==> src/rtl/shs_pkg.sv <==
package shs_pkg;

   // block geometry and padding constants
   localparam int BLOCK_BYTES = 64;
   localparam int LEN_OFFSET  = 56;
   localparam logic [7:0] PAD_BYTE = 8'h80;

   // pad byte selection codes
   localparam logic [1:0] PAD_MARK = 2'd0;
   localparam logic [1:0] PAD_ZERO = 2'd1;
   localparam logic [1:0] PAD_LEN  = 2'd2;

   // controller to datapath commands
   typedef struct packed {
      logic       take_byte;
      logic       pad_shift;
      logic [1:0] pad_sel;
      logic       round;
      logic       fold;
      logic       emit;
      logic       rearm;
   } shs_cmd_type;

   // datapath to controller status
   typedef struct packed {
      logic [5:0] pos;
      logic       round_last;
      logic       word_last;
   } shs_sts_type;

   // initial hash values
   function automatic logic [31:0] h_init(input logic [2:0] idx);
      logic [31:0] val;
      case (idx)
         3'd0: val = 32'h6a09e667;
         3'd1: val = 32'hbb67ae85;
         3'd2: val = 32'h3c6ef372;
         3'd3: val = 32'ha54ff53a;
         3'd4: val = 32'h510e527f;
         3'd5: val = 32'h9b05688c;
         3'd6: val = 32'h1f83d9ab;
         default: val = 32'h5be0cd19;
      endcase
      return val;
   endfunction

   // round constants
   function automatic logic [31:0] round_k(input logic [5:0] idx);
      logic [31:0] val;
      case (idx)
         6'd0:  val = 32'h428a2f98;  6'd1:  val = 32'h71374491;
         6'd2:  val = 32'hb5c0fbcf;  6'd3:  val = 32'he9b5dba5;
         6'd4:  val = 32'h3956c25b;  6'd5:  val = 32'h59f111f1;
         6'd6:  val = 32'h923f82a4;  6'd7:  val = 32'hab1c5ed5;
         6'd8:  val = 32'hd807aa98;  6'd9:  val = 32'h12835b01;
         6'd10: val = 32'h243185be;  6'd11: val = 32'h550c7dc3;
         6'd12: val = 32'h72be5d74;  6'd13: val = 32'h80deb1fe;
         6'd14: val = 32'h9bdc06a7;  6'd15: val = 32'hc19bf174;
         6'd16: val = 32'he49b69c1;  6'd17: val = 32'hefbe4786;
         6'd18: val = 32'h0fc19dc6;  6'd19: val = 32'h240ca1cc;
         6'd20: val = 32'h2de92c6f;  6'd21: val = 32'h4a7484aa;
         6'd22: val = 32'h5cb0a9dc;  6'd23: val = 32'h76f988da;
         6'd24: val = 32'h983e5152;  6'd25: val = 32'ha831c66d;
         6'd26: val = 32'hb00327c8;  6'd27: val = 32'hbf597fc7;
         6'd28: val = 32'hc6e00bf3;  6'd29: val = 32'hd5a79147;
         6'd30: val = 32'h06ca6351;  6'd31: val = 32'h14292967;
         6'd32: val = 32'h27b70a85;  6'd33: val = 32'h2e1b2138;
         6'd34: val = 32'h4d2c6dfc;  6'd35: val = 32'h53380d13;
         6'd36: val = 32'h650a7354;  6'd37: val = 32'h766a0abb;
         6'd38: val = 32'h81c2c92e;  6'd39: val = 32'h92722c85;
         6'd40: val = 32'ha2bfe8a1;  6'd41: val = 32'ha81a664b;
         6'd42: val = 32'hc24b8b70;  6'd43: val = 32'hc76c51a3;
         6'd44: val = 32'hd192e819;  6'd45: val = 32'hd6990624;
         6'd46: val = 32'hf40e3585;  6'd47: val = 32'h106aa070;
         6'd48: val = 32'h19a4c116;  6'd49: val = 32'h1e376c08;
         6'd50: val = 32'h2748774c;  6'd51: val = 32'h34b0bcb5;
         6'd52: val = 32'h391c0cb3;  6'd53: val = 32'h4ed8aa4a;
         6'd54: val = 32'h5b9cca4f;  6'd55: val = 32'h682e6ff3;
         6'd56: val = 32'h748f82ee;  6'd57: val = 32'h78a5636f;
         6'd58: val = 32'h84c87814;  6'd59: val = 32'h8cc70208;
         6'd60: val = 32'h90befffa;  6'd61: val = 32'ha4506ceb;
         6'd62: val = 32'hbef9a3f7;
         default: val = 32'hc67178f2;
      endcase
      return val;
   endfunction

endpackage

==> src/rtl/shs_datapath.sv <==
module shs_datapath (
   input  logic                      clock,
   input  logic                      reset,
   input  shs_pkg::shs_cmd_type      cmd,
   input  logic [7:0]                in_byte,
   output shs_pkg::shs_sts_type      sts,
   output logic [31:0]               digest_word,
   output logic [2:0]                word_index
);

   function automatic logic [31:0] rotr32(input logic [31:0] x, input int n);
      return (x >> n) | (x << (32 - n));
   endfunction

   // message window: word 0 sits in the top bits, bytes shift in at the bottom
   logic [511:0] win_ff, win_in;
   logic [31:0]  work_ff [8];
   logic [31:0]  work_in [8];
   logic [31:0]  chain_ff [8];
   logic [31:0]  chain_in [8];
   logic [31:0]  total_ff, total_in;
   logic [5:0]   pos_ff, pos_in;
   logic [5:0]   round_ff, round_in;
   logic [2:0]   idx_ff, idx_in;

   logic [63:0]  len_bits;
   logic [7:0]   len_byte;
   logic [7:0]   pad_byte;
   logic [7:0]   shift_byte;
   logic [31:0]  w0, w1, w9, w14;
   logic [31:0]  sig0, sig1, w_new;
   logic [31:0]  big0, big1, chv, majv, t1, t2;
   logic         shift_en;

   // padding byte source, length sent most significant byte first
   always_comb begin
      len_bits = {29'd0, total_ff, 3'd0};
      len_byte = len_bits[{~pos_ff[2:0], 3'b000} +: 8];
      case (cmd.pad_sel)
         shs_pkg::PAD_MARK: pad_byte = shs_pkg::PAD_BYTE;
         shs_pkg::PAD_LEN:  pad_byte = len_byte;
         default:           pad_byte = 8'd0;
      endcase
      shift_byte = cmd.take_byte ? in_byte : pad_byte;
      shift_en   = cmd.take_byte | cmd.pad_shift;
   end

   // message schedule over the sliding window
   always_comb begin
      w0    = win_ff[511:480];
      w1    = win_ff[479:448];
      w9    = win_ff[223:192];
      w14   = win_ff[63:32];
      sig0  = rotr32(w1, 7) ^ rotr32(w1, 18) ^ (w1 >> 3);
      sig1  = rotr32(w14, 17) ^ rotr32(w14, 19) ^ (w14 >> 10);
      w_new = w0 + sig0 + w9 + sig1;
   end

   // one compression round
   always_comb begin
      big1 = rotr32(work_ff[4], 6) ^ rotr32(work_ff[4], 11) ^ rotr32(work_ff[4], 25);
      chv  = (work_ff[4] & work_ff[5]) ^ (~work_ff[4] & work_ff[6]);
      t1   = work_ff[7] + big1 + chv + shs_pkg::round_k(round_ff) + w0;
      big0 = rotr32(work_ff[0], 2) ^ rotr32(work_ff[0], 13) ^ rotr32(work_ff[0], 22);
      majv = (work_ff[0] & work_ff[1]) ^ (work_ff[0] & work_ff[2])
           ^ (work_ff[1] & work_ff[2]);
      t2   = big0 + majv;
   end

   // next-state selection
   always_comb begin
      win_in   = win_ff;
      work_in  = work_ff;
      chain_in = chain_ff;
      total_in = total_ff;
      pos_in   = pos_ff;
      round_in = round_ff;
      idx_in   = idx_ff;
      if (shift_en) begin
         win_in   = {win_ff[503:0], shift_byte};
         work_in  = chain_ff;
         pos_in   = pos_ff + 6'd1;
         round_in = 6'd0;
      end
      if (cmd.take_byte) begin
         total_in = total_ff + 32'd1;
      end
      if (cmd.round) begin
         win_in     = {win_ff[479:0], w_new};
         work_in[7] = work_ff[6];
         work_in[6] = work_ff[5];
         work_in[5] = work_ff[4];
         work_in[4] = work_ff[3] + t1;
         work_in[3] = work_ff[2];
         work_in[2] = work_ff[1];
         work_in[1] = work_ff[0];
         work_in[0] = t1 + t2;
         round_in   = round_ff + 6'd1;
      end
      if (cmd.fold) begin
         for (int j = 0; j < 8; j++) begin
            chain_in[j] = chain_ff[j] + work_ff[j];
         end
      end
      if (cmd.emit) begin
         idx_in = idx_ff + 3'd1;
      end
      if (cmd.rearm) begin
         for (int j = 0; j < 8; j++) begin
            chain_in[j] = shs_pkg::h_init(3'(j));
         end
         total_in = 32'd0;
         pos_in   = 6'd0;
      end
   end

   // payload registers
   always_ff @(posedge clock) begin
      win_ff  <= win_in;
      work_ff <= work_in;
   end

   // chaining words and counters
   always_ff @(posedge clock) begin
      if (reset) begin
         for (int j = 0; j < 8; j++) begin
            chain_ff[j] <= shs_pkg::h_init(3'(j));
         end
         total_ff <= 32'd0;
         pos_ff   <= 6'd0;
         round_ff <= 6'd0;
         idx_ff   <= 3'd0;
      end else begin
         chain_ff <= chain_in;
         total_ff <= total_in;
         pos_ff   <= pos_in;
         round_ff <= round_in;
         idx_ff   <= idx_in;
      end
   end

   // status and result
   assign sts.pos        = pos_ff;
   assign sts.round_last = (round_ff == 6'(shs_pkg::BLOCK_BYTES - 1));
   assign sts.word_last  = (idx_ff == 3'd7);
   assign digest_word    = chain_ff[idx_ff];
   assign word_index     = idx_ff;

endmodule

==> src/rtl/shs_ctrl.sv <==
module shs_ctrl (
   input  logic                      clock,
   input  logic                      reset,
   input  logic                      req_tvalid,
   input  logic                      has_byte,
   input  logic                      end_of_message,
   input  logic                      rsp_tready,
   input  shs_pkg::shs_sts_type      sts,
   output logic                      req_tready,
   output logic                      rsp_tvalid,
   output shs_pkg::shs_cmd_type      cmd
);

   localparam logic [2:0] ST_IDLE  = 3'd0;
   localparam logic [2:0] ST_PAD   = 3'd1;
   localparam logic [2:0] ST_ROUND = 3'd2;
   localparam logic [2:0] ST_FOLD  = 3'd3;
   localparam logic [2:0] ST_OUT   = 3'd4;

   localparam logic [5:0] POS_LAST = 6'(shs_pkg::BLOCK_BYTES - 1);
   localparam logic [5:0] POS_LEN  = 6'(shs_pkg::LEN_OFFSET);

   logic [2:0] state_ff, state_in;
   logic       pad_active_ff, pad_active_in;
   logic       pad_first_ff, pad_first_in;
   logic       len_ok_ff, len_ok_in;
   logic       final_ff, final_in;
   logic       accept;

   assign req_tready = (state_ff == ST_IDLE);
   assign rsp_tvalid = (state_ff == ST_OUT);
   assign accept     = req_tvalid & req_tready;

   // sequencing of bytes, padding, rounds and digest words
   always_comb begin
      cmd           = '0;
      state_in      = state_ff;
      pad_active_in = pad_active_ff;
      pad_first_in  = pad_first_ff;
      len_ok_in     = len_ok_ff;
      final_in      = final_ff;
      case (state_ff)
         ST_IDLE: begin
            if (accept) begin
               if (has_byte) begin
                  cmd.take_byte = 1'b1;
               end
               if (has_byte && sts.pos == POS_LAST) begin
                  state_in      = ST_ROUND;
                  pad_active_in = end_of_message;
                  pad_first_in  = end_of_message;
               end else if (end_of_message) begin
                  state_in      = ST_PAD;
                  pad_active_in = 1'b1;
                  pad_first_in  = 1'b1;
               end
            end
         end
         ST_PAD: begin
            cmd.pad_shift = 1'b1;
            if (pad_first_ff) begin
               cmd.pad_sel  = shs_pkg::PAD_MARK;
               pad_first_in = 1'b0;
               len_ok_in    = (sts.pos < POS_LEN);
            end else if (sts.pos >= POS_LEN && len_ok_ff) begin
               cmd.pad_sel = shs_pkg::PAD_LEN;
            end else begin
               cmd.pad_sel = shs_pkg::PAD_ZERO;
            end
            if (sts.pos == POS_LAST) begin
               state_in = ST_ROUND;
               final_in = (cmd.pad_sel == shs_pkg::PAD_LEN);
            end
         end
         ST_ROUND: begin
            cmd.round = 1'b1;
            if (sts.round_last) begin
               state_in = ST_FOLD;
            end
         end
         ST_FOLD: begin
            cmd.fold = 1'b1;
            if (!pad_active_ff) begin
               state_in = ST_IDLE;
            end else if (final_ff) begin
               state_in = ST_OUT;
            end else begin
               state_in  = ST_PAD;
               len_ok_in = 1'b1;
            end
         end
         ST_OUT: begin
            if (rsp_tready) begin
               cmd.emit = 1'b1;
               if (sts.word_last) begin
                  cmd.rearm     = 1'b1;
                  state_in      = ST_IDLE;
                  pad_active_in = 1'b0;
                  final_in      = 1'b0;
                  len_ok_in     = 1'b0;
               end
            end
         end
         default: begin
            state_in = ST_IDLE;
         end
      endcase
   end

   // state and flags
   always_ff @(posedge clock) begin
      if (reset) begin
         state_ff      <= ST_IDLE;
         pad_active_ff <= 1'b0;
         pad_first_ff  <= 1'b0;
         len_ok_ff     <= 1'b0;
         final_ff      <= 1'b0;
      end else begin
         state_ff      <= state_in;
         pad_active_ff <= pad_active_in;
         pad_first_ff  <= pad_first_in;
         len_ok_ff     <= len_ok_in;
         final_ff      <= final_in;
      end
   end

   // fold follows the last round
   assert property (@(posedge clock) disable iff (reset)
      cmd.fold |-> $past(cmd.round && sts.round_last))
      else $error("fold without a completed round sequence");

   // digest is shown only after a block boundary
   assert property (@(posedge clock) disable iff (reset)
      $rose(rsp_tvalid) |-> (sts.pos == 6'd0))
      else $error("digest started mid-block");

   // length bytes only land in the length field
   assert property (@(posedge clock) disable iff (reset)
      (cmd.pad_shift && cmd.pad_sel == shs_pkg::PAD_LEN) |-> (sts.pos >= POS_LEN))
      else $error("length byte outside the length field");

   // digest follows a block that carried the length
   assert property (@(posedge clock) disable iff (reset)
      $rose(rsp_tvalid) |-> $past(final_ff))
      else $error("digest without a final block");

endmodule

==> src/rtl/sha256_stream_hasher.sv <==
// a byte transaction is taken only while idle; the byte that fills a 64-byte block starts
// a compression (rounds on the single round unit, then the chaining add), during which
// req_tready stays low and no new byte is taken
// end of message: padding shifts in one byte a cycle up to the block end, then one or
// two compressions, then eight digest words at one per cycle while rsp_tready is high
// reset: synchronous, loads the initial hash values and clears the counters, no sweep
module sha256_stream_hasher (
   input  logic        clock,
   input  logic        reset,
   input  logic        req_tvalid,
   output logic        req_tready,
   input  logic [7:0]  req_tdata,   // [7:0] data_byte
   input  logic        req_tuser,   // [0] has_byte
   input  logic        req_tlast,   // end_of_message
   output logic        rsp_tvalid,
   input  logic        rsp_tready,
   output logic [31:0] rsp_tdata,   // [31:0] digest_word
   output logic [2:0]  rsp_tuser,   // [2:0] word_index
   output logic        rsp_tlast    // last_word
);

   shs_pkg::shs_cmd_type cmd;
   shs_pkg::shs_sts_type sts;

   // sequencing
   shs_ctrl u_ctrl (
      .clock          (clock),
      .reset          (reset),
      .req_tvalid     (req_tvalid),
      .has_byte       (req_tuser),
      .end_of_message (req_tlast),
      .rsp_tready     (rsp_tready),
      .sts            (sts),
      .req_tready     (req_tready),
      .rsp_tvalid     (rsp_tvalid),
      .cmd            (cmd)
   );

   // message window, round unit and chaining words
   shs_datapath u_datapath (
      .clock       (clock),
      .reset       (reset),
      .cmd         (cmd),
      .in_byte     (req_tdata),
      .sts         (sts),
      .digest_word (rsp_tdata),
      .word_index  (rsp_tuser)
   );

   assign rsp_tlast = &rsp_tuser;

endmodule
==> config.mk <==
export PLATFORM = sky130hd
export DESIGN_NAME = sha256_stream_hasher
export DESIGN_NICKNAME = d
export VERILOG_FILES = /design/src/rtl/shs_pkg.sv /design/src/rtl/shs_datapath.sv /design/src/rtl/shs_ctrl.sv /design/src/rtl/sha256_stream_hasher.sv
export SDC_FILE = /design/constraint.sdc
export NUM_CORES = 2
export LEC_CHECK = 0
export ABC_AREA = 1
export BUFFER_PORTS_ARGS = -buffer_cell sky130_fd_sc_hd__buf_2
export CORE_AREA = 2 2 424 384
export CTS_CLUSTER_SIZE = 28
export DETAILED_ROUTE_END_ITERATION = 8
export DIE_AREA = 0 0 426 386
export HOLD_SLACK_MARGIN = 0.08
export PLACE_DENSITY = 0.63
export SLEW_MARGIN = 20
export SYNTH_ARGS = -nofsm -noshare
export SYNTH_HDL_FRONTEND = slang
export SYNTH_SLANG_ARGS = --single-unit
==> constraint.sdc <==
create_clock -name clock -period 32.4 [get_ports clock]
set_input_delay 6.48 -clock clock [delete_from_list [all_inputs] [get_ports clock]]
set_output_delay 6.48 -clock clock [all_outputs]
set_load 0.03 [all_outputs]
==> reports/metrics.yaml <==
worst_setup_path:
  crit_arrival_ns: 4.28
  path_cells: "buf_4 > o21ai_0 > a21oi_1 > a31oi_1 > buf_2"
  crit_path_end_kind: "output port"
  cp.required_ns: 25.92
  start_kind: "flip-flop"
  worstSetupPathType: "reg -> out"
  critPathMaxStageDelay_ns: 0.96
  crit_fanout: 66
  cp_slowest_cell: "a21oi_1"
logic_synthesis:
  synth_area_leaders: "edfxtp_1, nand2_1, dfxtp_1"
  async_reset_ff_share_pct: 0
  syn_avg_cell_area_sq_um: 7.437
  synth_edf_count: 768
  ys_seq_elements: 1110
  synth_top_cell_by_area: "edfxtp_1"
  yosysTopAreaCellShare_pct: 28.99
  synth.yosys.warnings: 0
  synth_area_sq_mm: 0.07956
  synth_cells: 10700
  synth_seq_area_share_pct: 37.59
  syn_nets: 11300
  synthFlopType: "edfxtp_1"
  synthDistinctLibCells: 57
sta:
  final-max-slew-violation-count: 0
  finalSetupViolCount: 0
  fmax_mhz: 92.92
  finalCritPeriodShare_pct: 33.21
  fin_crit_ns: 10.76
  hold_viol: 0
  holdWs_ns: 0.4784
  rsz0062_at_grt: "no"
  final.setup.tns_ns: 0
  relSlewSlack_pct: 17.80
  fin_worst_skew_ns: 0.04804
  worstMarginPinSlew_ns: 1.229
detailed_routing:
  vias: 74960
  drt-vias-per-instance: 5.868
  drc: 0
  ant_nets: 0
  drt_iter0_drc: 10030
  wl_um: 314500
  firstDrtPassIters: 7
  routedWlPerCell_um: 24.62
placement:
  io_buffers: 51
  hpwl_um: 239900
  place_congestion: 1.048
  dp_cells: 12530
floorplanning:
  dieHeight_um: 386
  ios: 52
  fp.dieW_um: 426
  core_area_sq_mm: 0.1605
  initial_core_util_pct: 49.58
  die_area_sq_mm: 0.1644
  row_count: 140
clock_tree:
  clk_pin_slew_ns: 0.06
  root_buffer: "clkbuf_16"
  clock_path_buffers: 3
  h-tree-depth: 4
  cts_tree: "done"
  postCtsSetupBuffers: 0
  clock_sinks: 1110
  numCtsBuffers: 131
  worstSkewPairLatency_ns: 0.83
  cts_resized: 0
  holdBufCountCts: 0
finish:
  drive_gt1_share_pct: 3.732
  post-route-util_pct: 53.66
  nFillCells: 15670
  fin_cells: 12770
  layout_commonest_cell: "nand2_1"
  fin_nets: 11130
  area_growth_syn_to_layout_pct: 8.216
  final_cell_mix: "nand2_1, inv_1, o21ai_0, a21oi_1, edfxtp_1"
run:
  drv_cap: 0
global_route:
  grt_pass1_vias: 68600
  grt_start_max_net_pins: 224
  gr-total-overflow: 0
  grt_pass1_wl_um: 453400
  grt_usage_pct: 37.29
  antenna_found_initial: 17
run_status:
  status: "finished, final reports clean"
worst_hold_path:
  min_path_type: "reg -> reg"
==> metrics by stage <==
stage | area [sq um] | worst slack [ns]
floorplan | 79560 | 16.87
global placement | 81430 | 20.75
detailed placement | 81440 | 20.66
CTS | 86070 | 21.50
global route | 86080 | 21.43
finish | 86090 | 21.64
==> state kept, by name, summed over array words and instances (netlist names), named ones only <==
| name | flops |
|---|---|
| u_datapath.win_ff | 512 |
| u_datapath.chain_ff | 256 |
| u_datapath.work_ff | 256 |
| u_datapath.total_ff | 32 |
| u_datapath.pos_ff | 6 |
| u_datapath.round_ff | 6 |
| u_ctrl.state_ff | 3 |
| u_datapath.word_index | 3 |
| u_ctrl.final_ff | 1 |
| u_ctrl.len_ok_ff | 1 |
| u_ctrl.pad_active_ff | 1 |
| u_ctrl.pad_first_ff | 1 |
==> critical path, delay by kind of cell (launching register included) <==
kind / cells / cell delay [ns]
flip-flops: 1 / 0.68
AO/OA/AOI/OAI: 3 / 1.67
buffers and inverters: 2 / 1.02
==> worst paths after layout <==
path / start / to / slack (ns) / cells after the start
worst max-delay path: u_datapath.word_index[0] / rsp_tdata[21] / 21.64 / 5
worst min-delay path: u_datapath.pos_ff[4] / u_datapath.pos_ff[4] / 0.48 / 2
worst max register to register: u_datapath.work_ff[121] / u_datapath.work_ff[255] / 23.60 / 28
worst min register to register: u_datapath.pos_ff[4] / u_datapath.pos_ff[4] / 0.48 / 2
==> area by class of cell <==
| type | count | area [sq um] | area share, % |
|---|---|---|---|
| Antenna cell | 7 | 17.52 | 0.02035 |
| Clock buffer | 167 | 3523 | 4.092 |
| Clock inverter | 75 | 1104 | 1.282 |
| Inverter | 1310 | 4935 | 5.732 |
| Multi-Input combinational cell | 7858 | 43100 | 50.07 |
| Sequential cell | 1110 | 29920 | 34.75 |
| Tap cell | 2130 | 2665 | 3.096 |
| Timing Repair Buffer | 117 | 829.5 | 0.9635 |
==> synth_stat cells (34+ instances only) <==
library cell,number
fa_1,195
buf_2,57
o21a_1,34
edfxtp_1,768
nand3_1,518
xnor2_1,154
dfxtp_1,342
ha_1,394
o21bai_1,60
o211ai_1,47
a21o_1,70
a21oi_1,870
xor2_1,228
o21ai_0,1032
a31oi_1,67
inv_1,1301
nand2_1,3185
nor2_1,646
clkbuf_1,323
nor3_1,86
nand4_1,85
==> cells by family after synthesis <==
group	count (synthesis)	synth area share, %
xor+xnor	382	4.205
flops	1110	37.59
compound gates	2259	15.26
fa+ha+maj	590	11.12
buf+inv	1730	8.294
simple gates	4627	23.53
==> routing by layer <==
layer	track usage (%)	part of all wire (%)
met1	54.82	44
met2	52.78	41
met3	7.922	10
met4	15.40	4.7
met5	0	0.015
Power is not shown: default switching activity piles up to over one toggle a cycle in this logic, so the estimate is an artifact.
